===== src/design/tmk_ram.sv =====
// Generic single-write, single-read RAM with a registered read port.
`default_nettype none

module tmk_ram #(
	parameter int WIDTH = 80,
	parameter int DEPTH = 16
) (
	input  wire logic                                          clk,
	input  wire logic                                          we,
	input  wire logic [((DEPTH > 1) ? $clog2(DEPTH) : 1)-1:0]  waddr,
	input  wire logic [WIDTH-1:0]                              wdata,
	input  wire logic                                          re,
	input  wire logic [((DEPTH > 1) ? $clog2(DEPTH) : 1)-1:0]  raddr,
	output logic      [WIDTH-1:0]                              rdata
);

	logic [WIDTH-1:0] mem_q [DEPTH];
	logic [WIDTH-1:0] rdata_q;

	always_ff @(posedge clk) begin
		if (we) begin
			mem_q[waddr] <= wdata;
		end
		if (re) begin
			rdata_q <= mem_q[raddr];
		end
	end

	assign rdata = rdata_q;

endmodule

`default_nettype wire


===== config.mk =====
export PLATFORM = sky130hd
export DESIGN_NAME = tmk_ram
export DESIGN_NICKNAME = d
export VERILOG_FILES = /design/src/design/tmk_ram.sv
export SDC_FILE = /design/constraint.sdc
export NUM_CORES = 1
export LEC_CHECK = 0
export ABC_CLOCK_PERIOD_IN_PS = 16900
export BUFFER_PORTS_ARGS = -buffer_cell sky130_fd_sc_hd__buf_2
export CORE_ASPECT_RATIO = 0.6
export CORE_MARGIN = 2
export CORE_UTILIZATION = 60
export DETAILED_ROUTE_END_ITERATION = 8
export MAX_ROUTING_LAYER = met4
export PLACE_DENSITY = 0.78
export SLEW_MARGIN = 20
export SYNTH_ARGS = -nofsm -noshare
export SYNTH_HDL_FRONTEND = slang
export SYNTH_SLANG_ARGS = --single-unit

===== constraint.sdc =====
create_clock -name clk -period 16.9 [get_ports clk]
set_input_delay 1.69 -clock clk [delete_from_list [all_inputs] [get_ports clk]]
set_output_delay 1.69 -clock clk [all_outputs]
set_load 0.1 [all_outputs]

==> results of run 1 <==
## state kept, by name, indices dropped and copies added (netlist names)
| signal | cells |
|---|---|
| mem_q | 1280 |
| rdata | 80 |
## metrics by stage
step                      setup WS (ps)  hold WS, ps  std cells
after floorplan                    8660          710       2054
after global placement            11060          723       3299
after detailed placement          11020          730       3299
after CTS                         11780          745       3508
after global routing              11560          777       3519
final                             11680          741       3520
## final cells by class
cell class / instances / share of cell area
Sequential cell: 1360 / 0.727
Multi-Input combinational cell: 587 / 0.160
Clock buffer: 130 / 0.0511
Tap cell: 1134 / 0.0253
Timing Repair Buffer: 218 / 0.0222
Clock inverter: 79 / 0.0136
Antenna cell: 12 / 0.000535
## cell usage after synthesis
master	n
sky130_fd_sc_hd__nor2_1	13
sky130_fd_sc_hd__nand2_1	81
sky130_fd_sc_hd__buf_2	23
sky130_fd_sc_hd__nor3_1	4
sky130_fd_sc_hd__and2_1	1
sky130_fd_sc_hd__clkbuf_1	40
sky130_fd_sc_hd__mux4_2	320
sky130_fd_sc_hd__a22oi_1	160
sky130_fd_sc_hd__nor2b_1	2
sky130_fd_sc_hd__or3b_2	1
sky130_fd_sc_hd__buf_4	4
sky130_fd_sc_hd__nand2b_1	2
sky130_fd_sc_hd__buf_1	27
sky130_fd_sc_hd__nand3b_1	2
sky130_fd_sc_hd__nand3_1	1
sky130_fd_sc_hd__buf_6	13
sky130_fd_sc_hd__edfxtp_1	1360
## placed cells by master (no fill, tap or decap)
cell type and instances:
sky130_fd_sc_hd__edfxtp_1 1360, sky130_fd_sc_hd__mux4_2 320, sky130_fd_sc_hd__buf_2 167, sky130_fd_sc_hd__a22oi_1 160, sky130_fd_sc_hd__clkbuf_16 112, sky130_fd_sc_hd__nand2_1 81
sky130_fd_sc_hd__buf_4 48, sky130_fd_sc_hd__clkinv_2 27, sky130_fd_sc_hd__clkinv_1 23, sky130_fd_sc_hd__clkbuf_1 18, sky130_fd_sc_hd__nor2_4 13, sky130_fd_sc_hd__bufinv_16 13
sky130_fd_sc_hd__diode_2 12, sky130_fd_sc_hd__clkinvlp_4 7, sky130_fd_sc_hd__inv_6 5, sky130_fd_sc_hd__nor3_2 4, sky130_fd_sc_hd__nand3b_1 2, sky130_fd_sc_hd__nand2b_1 2
sky130_fd_sc_hd__nor2b_4 2, sky130_fd_sc_hd__buf_8 2, sky130_fd_sc_hd__nand3_1 1, sky130_fd_sc_hd__or3b_2 1, sky130_fd_sc_hd__and2_4 1, sky130_fd_sc_hd__inv_16 1
sky130_fd_sc_hd__inv_8 1, sky130_fd_sc_hd__clkinv_8 1, sky130_fd_sc_hd__clkinv_4 1, sky130_fd_sc_hd__buf_12 1
## layer usage
layer  GRT usage  vias to the layer above  part of all wire
met3      0.0569                      181             0.093
li1            -                     9327                 -
met4      0.0753                        0             0.023
met1       0.376                    12300              0.38
met2       0.437                     1368              0.51
met5           -                        -                 0
## power by group through the flow
stage               Clock (W)  Sequential, W  Combinational, W
finish                0.00261        0.00383          0.000433
global route          0.00276        0.00383          0.000455
CTS                   0.00264        0.00383          0.000434
detailed placement          0        0.00390          0.000430
global placement            0        0.00389          0.000419
floorplan                   0        0.00401          0.000179
## logic make-up after synthesis
logic type,synth area share
simple gates,0.00862
buf+inv,0.0108
compound gates,0.0239
mux,0.143
flops,0.813
## worst min-delay path, delay by kind of cell (launching register included)
family	cells	cell delay [ps]
AOI/OAI and AO/OA	1	60
DFF	1	320
muxes	1	220
and+or+nand+nor	1	50
## final timing paths
check,startpoint,end,slack (ps),cells past startpoint
min reg2reg,mem_q[14][59],rdata[59],740,3
max reg2reg,mem_q[11][15],rdata[15],15240,3
min,mem_q[14][59],rdata[59],740,3
max,raddr[1],rdata[55],11680,7
==> run summary, run 1 <==
The flow ran to the end, and the final reports show no timing, DRC or antenna violations. The analysis attributes to net switching a power of 0.00152 W. The starting utilization of the core area was 0.604; the largest fanout on the critical path was 81. After detailed routing, the number of remaining DRC violations is 0. The post-layout minimum cycle time was 5220 ps; the maximum level of the CTS H-tree was 3. The finished cells cover 56,100 sq um.

The area growth from synthesis to layout is 11.8%. The delay of the slowest critical-path stage came out at 900 ps. The first detailed-routing pass took 5 iterations. The logs give 0.277 for the aggregate global-route resource usage and 0.736 for the routability congestion estimate from global placement. The run gives 0.0907 mV as the peak supply drop. The register bit count reported by yosys was 1,360; the placement row count was 82. The clock slew seen by the registers of the worst setup and hold paths was 70 ps; the number of buffers added by the clock tree synthesis step was 112. Using the TritonRoute via totals, the vias-per-cell ratio works out to 6.60.

The netlist uses 17 different library cells. The total via count in the routed design was 23,200. TritonCTS built the clock tree.

In this run the clock root is driven by a sky130_fd_sc_hd__clkbuf_16. Once detail routing completed, the nets flagged for antenna violations numbered 0. The power share of the clock group was 0.380. For the post-synthesis sequential area ratio, the log shows 0.813. The period utilization is 0.309, and the areal power density over the cells is 122 nW/um^2. The worst min-delay path class is register to register. The run gives 22.5 ps as the setup clock skew after layout. The max-slew violation total from the final report was 0; the global-route wire length before repair was 165 mm. The run gives 0 as the final number of hold-violating endpoints. After synthesis, the cell types taking the most area are sky130_fd_sc_hd__edfxtp_1 81%, sky130_fd_sc_hd__mux4_2 14%, sky130_fd_sc_hd__a22oi_1 2.4%, sky130_fd_sc_hd__nand2_1 0.61%, sky130_fd_sc_hd__clkbuf_1 0.30%.

Cell area after technology mapping: 50,200 sq um. Data on the critical path arrives at its endpoint at 5690 ps. Worst-path cell with the longest stage delay: sky130_fd_sc_hd__buf_4. The count of hold-fix buffers inserted at cts was 0. The run gives 52,500 sq um as the placed cell area.

The worst max-slew margin expressed relative to the limit came out at 0.258. Among cell families on the critical path, the largest total delay comes from buffers and inverters. The endpoint required time on the critical path is 17,370 ps. The die is 228 um tall.

The logs give 171 for the number of top-level pins and 16 for the initial antenna violation count. The critical path is of the input port to register type. The residual overflow from global routing was 0; the count of filler cells inserted in the layout was 4,920.

The tools report the post-synthesis net count as 2,145. The number of setup violations in the final report was 0. The count of instances resized after the clock tree is built was 0; the final cell utilization of the core was 0.675.

The number of setup buffers added after CTS is 0. Cell internal power was estimated by the tool at 0.00535 W. The number of warning messages in the yosys log was 0; the sum of negative setup slack was 0 ps. The initial detailed-routing violation count was 3,324; the highest clock rate was 0.191 GHz. The leakage power total is 17.8 nW, and the routed wirelength normalized by instance count is 32.3 um. The total area inside the core boundary comes to 83,200 sq um. The floorplan step defined a die boundary enclosing 86,100 sq um.

Counting stages on the worst path, the most repeated cell is sky130_fd_sc_hd__buf_4. The synthesized design spends more area on one cell type than any other, namely sky130_fd_sc_hd__edfxtp_1. The type of origin of the critical path is an input port. The area of the multi-input gates was 8980 sq um; the actual slew at the worst max-slew pin was 1110 ps.

The count of port buffers added during placement is 170. The maximum number of pins on one net before global-route repair is 112. The endpoint kind of the worst setup timing path is a register. Summing internal, switching and leakage power gives 0.00687 W.

The number of global-route vias before repair is 24,200, and the storage element area is 40,800 sq um. The fraction of power spent switching nets is 0.222, and the layout net count is 2,370. The run gives 0.063 as the combinational cell fraction of total power. Traced cell by cell, the critical path runs through buf_8 -> buf_4 -> buf_4 -> buf_4 -> mux4_2 -> a22oi_1 -> nand2_1. The tool flagged a number of max-cap violations equal to 0. The fraction of final layout cells with drive strength greater than 1 works out to 0.306. The tools report the total detailed-routing wirelength as 114 mm.

Synthesis handed over a netlist of 2,054 instances. The total number of clock tree sinks is 1,360. Share of power burned in registers: 0.557. Number of buffers between clock root and the deepest sink: 3. The die is 378 um wide. Setup repair after global routing left no endpoint under its margin. The number of buffers and inverters on the critical path is 4.

After legalization and detailed placement, the total HPWL measured 53.7 mm. Average footprint of a synthesized cell: 24.5 sq um. Area share of the largest cell type after synthesis: 0.813. Clock latency at the later pin of the worst-skew pair: 720 ps.
No activity file was read; power rests on OpenSTA's default activity.
==> run 2, diff against run 1 <==
- ABC_CLOCK_PERIOD_IN_PS: 16900 -> 4600
- CORE_UTILIZATION: 60 -> 55
- PLACE_DENSITY: 0.78 -> 0.76
- clock period: 16.9 -> 4.6 ns (I/O delays scaled with it)
==> run 2 against run 1 <==
Total power grew to 3.7 times the previous value. Non-clock buffer count is 5 higher. Cell count is 2.6% higher. Critical path type is now register to primary output. Largest power group unchanged. Highest routed layer unchanged.
==> run summary, run 2 (synthesis results as in run 1) <==
The flow ran to the end, and the final reports show no timing, DRC or antenna violations. Buffers inserted to repair hold after CTS numbered 0. The run gives 0 as the post-CTS setup repair buffer count.

In this run the worst hold path is classified as input port to register. For this design, the slowest cell found on the critical path is sky130_fd_sc_hd__edfxtp_1. After the flow finishes, the layout carries non-filler instances totaling 3,611. Summing over every cut layer, the via total after detailed routing is 22,900.

The worst path arrival time was 1680 ps; the clock slew seen by the registers of the worst setup and hold paths was 70 ps. Adding up every negative setup slack in the final design gives 0 ps. Area of the multi-input gates: 9000 sq um. Areal power density over the cells: 445 nW/um^2. From left edge to right edge, the die measures 394 um. The global-route wire length before repair is 161 mm, and the largest fanout on the critical path is 1. The top cell types in the final layout, fill and taps aside, are 1,360 x sky130_fd_sc_hd__edfxtp_1, 320 x sky130_fd_sc_hd__mux4_2, 167 x sky130_fd_sc_hd__buf_2. Traced cell by cell, the critical path runs through buf_2.

Leaving out fill and tap cells, the most frequent cell in the layout is sky130_fd_sc_hd__edfxtp_1. The detail-routed via count per cell was 6.34. The number of global-route vias before repair is 23,300, and the residual overflow from global routing is 0. The area enclosed by the die boundary was 93,800 sq um; the actual slew at the worst max-slew pin was 1140 ps.

The worst register-to-register path has a setup slack of 3000 ps. The count of maximum capacitance violations was 0. Routability congestion estimate from global placement: 0.739. The run gives 171 as the number of top-level pins. The aggregate global-route resource usage is 0.246.

Dividing the detail-routed wire length by the instance count gives 30.5 um. The final number of hold-violating endpoints is 0, and the max-slew violation total from the final report is 0. The endpoint required time on the critical path was 4140 ps. The clock net in this run drives a total of 1,360 sinks. The minimum setup slack in the final design was 2460 ps; the number of flip-flops under the largest register name was 1,280. The count of port buffers added during placement is 170. The run gives 0.353 mV as the peak supply drop. In this run the remaining antenna-violating nets after routing total 0. The run gives 54.8 mm as the post-detailed-placement half-perimeter wirelength. The period utilization is 0.465, and the number of buffers between clock root and the deepest sink is 3.

CTS placed an instance of sky130_fd_sc_hd__clkbuf_16 at the clock tree root. The clock arrives with 23.8 ps of skew. The worst max-slew margin expressed relative to the limit was 0.241. The placement-stage worst setup slack was 1900 ps. In this run the vertical extent of the chip is 238 um. The number of setup violations in the final report is 0. In this run the static leakage power is 18.0 nW. Setup repair after global routing left no endpoint under its margin. Counting the fill cells in the layout gives 5,826. The storage element area came out at 40,800 sq um. The fraction of final layout cells with drive strength greater than 1 works out to 0.305.

The clock latency at the later pin of the worst-skew pair is 720 ps. The H-tree was split into 3 levels. Entering global routing, the biggest net connects 89 pins. After detailed placement, the design holds a cell count of 3,388. The tools report the post-detailed-route DRC marker count as 0. The starting utilization of the core area was 0.558. In this run, post-CTS repair resized a total of 0 instances. Cell family contributing the most delay on the critical path: flip-flops. After floorplanning, the core was sized to cover 90,100 sq um. Type of origin of the critical path: a register.

Wires add up to 110 mm. The endpoint kind of the worst setup timing path is a primary output. Buffers plus inverters on the worst setup path: 1. In the final design database the tool counted 2,376 nets. Based on the critical path, the design can be clocked at up to 0.468 GHz. The delay of the slowest critical-path stage works out to 480 ps.

Ranked by flip-flop count, first place goes to mem_q. The floorplan has 85 rows. Post-layout minimum cycle time: 2140 ps. The number of buffers added by the clock tree synthesis step came out at 113. The critical path start-end classification is register to primary output.

The area growth from synthesis to layout is 12.8%. The tools report the initial detailed-routing violation count as 3,099. For the initial antenna violation count, the log shows 10. TritonCTS built the clock tree. The run gives 5 as the number of search-and-repair iterations in the first detailed-routing pass.
## run 2: path summary, 6_finish.rpt
| kind | endpoint | cells after the start | from |
|---|---|---|---|
| min | mem_q[0][15] | 1 | wdata[15] |
| max reg2reg | rdata[42] | 3 | mem_q[3][42] |
| min reg2reg | rdata[31] | 3 | mem_q[15][31] |
| max | rdata[10] | 1 | rdata[10] |
## run 2: layout make-up
type,count,area share
clock buffer,138,0.0523
tap,1218,0.0269
sequential,1360,0.721
timing repair buffer,223,0.0282
multi-input combinational,587,0.159
clock inverter,75,0.0123
antenna,10,0.000442
## run 2: metal layers
layer	routed length (um)	global-route usage	up-vias
met5	0	-	-
met4	2140	0.0608	0
met3	10100	0.0433	147
met2	54400	0.383	1212
met1	43600	0.347	12200
li1	-	-	9354
## run 2: worst reg2reg max path, delay by kind of cell (launching register included)
kind,cells,cell delay [ps]
multiplexers,1,550
flip-flops,1,410
AND/OR/NAND/NOR,1,150
AO/OA/AOI/OAI,1,210
## run 2: per-stage QoR
step	util	cell area, sq um	hold WS (ps)	power [W]
after floorplan	-	50200	559	0.0154
after global placement	0.588	53000	727	0.0159
after detailed placement	0.588	53000	728	0.0159
after CTS	0.629	56600	66.7	0.0254
after global routing	0.629	56600	102	0.0259
final	0.629	56600	113	0.0252
## run 2: power breakdown
part           switching [W]  internal, W  total [W]  leakage (nW)
Clock                0.00429      0.00526    0.00955          1.81
Combinational        0.00113     0.000476    0.00161          3.80
Sequential         0.0000943       0.0140     0.0141          12.4
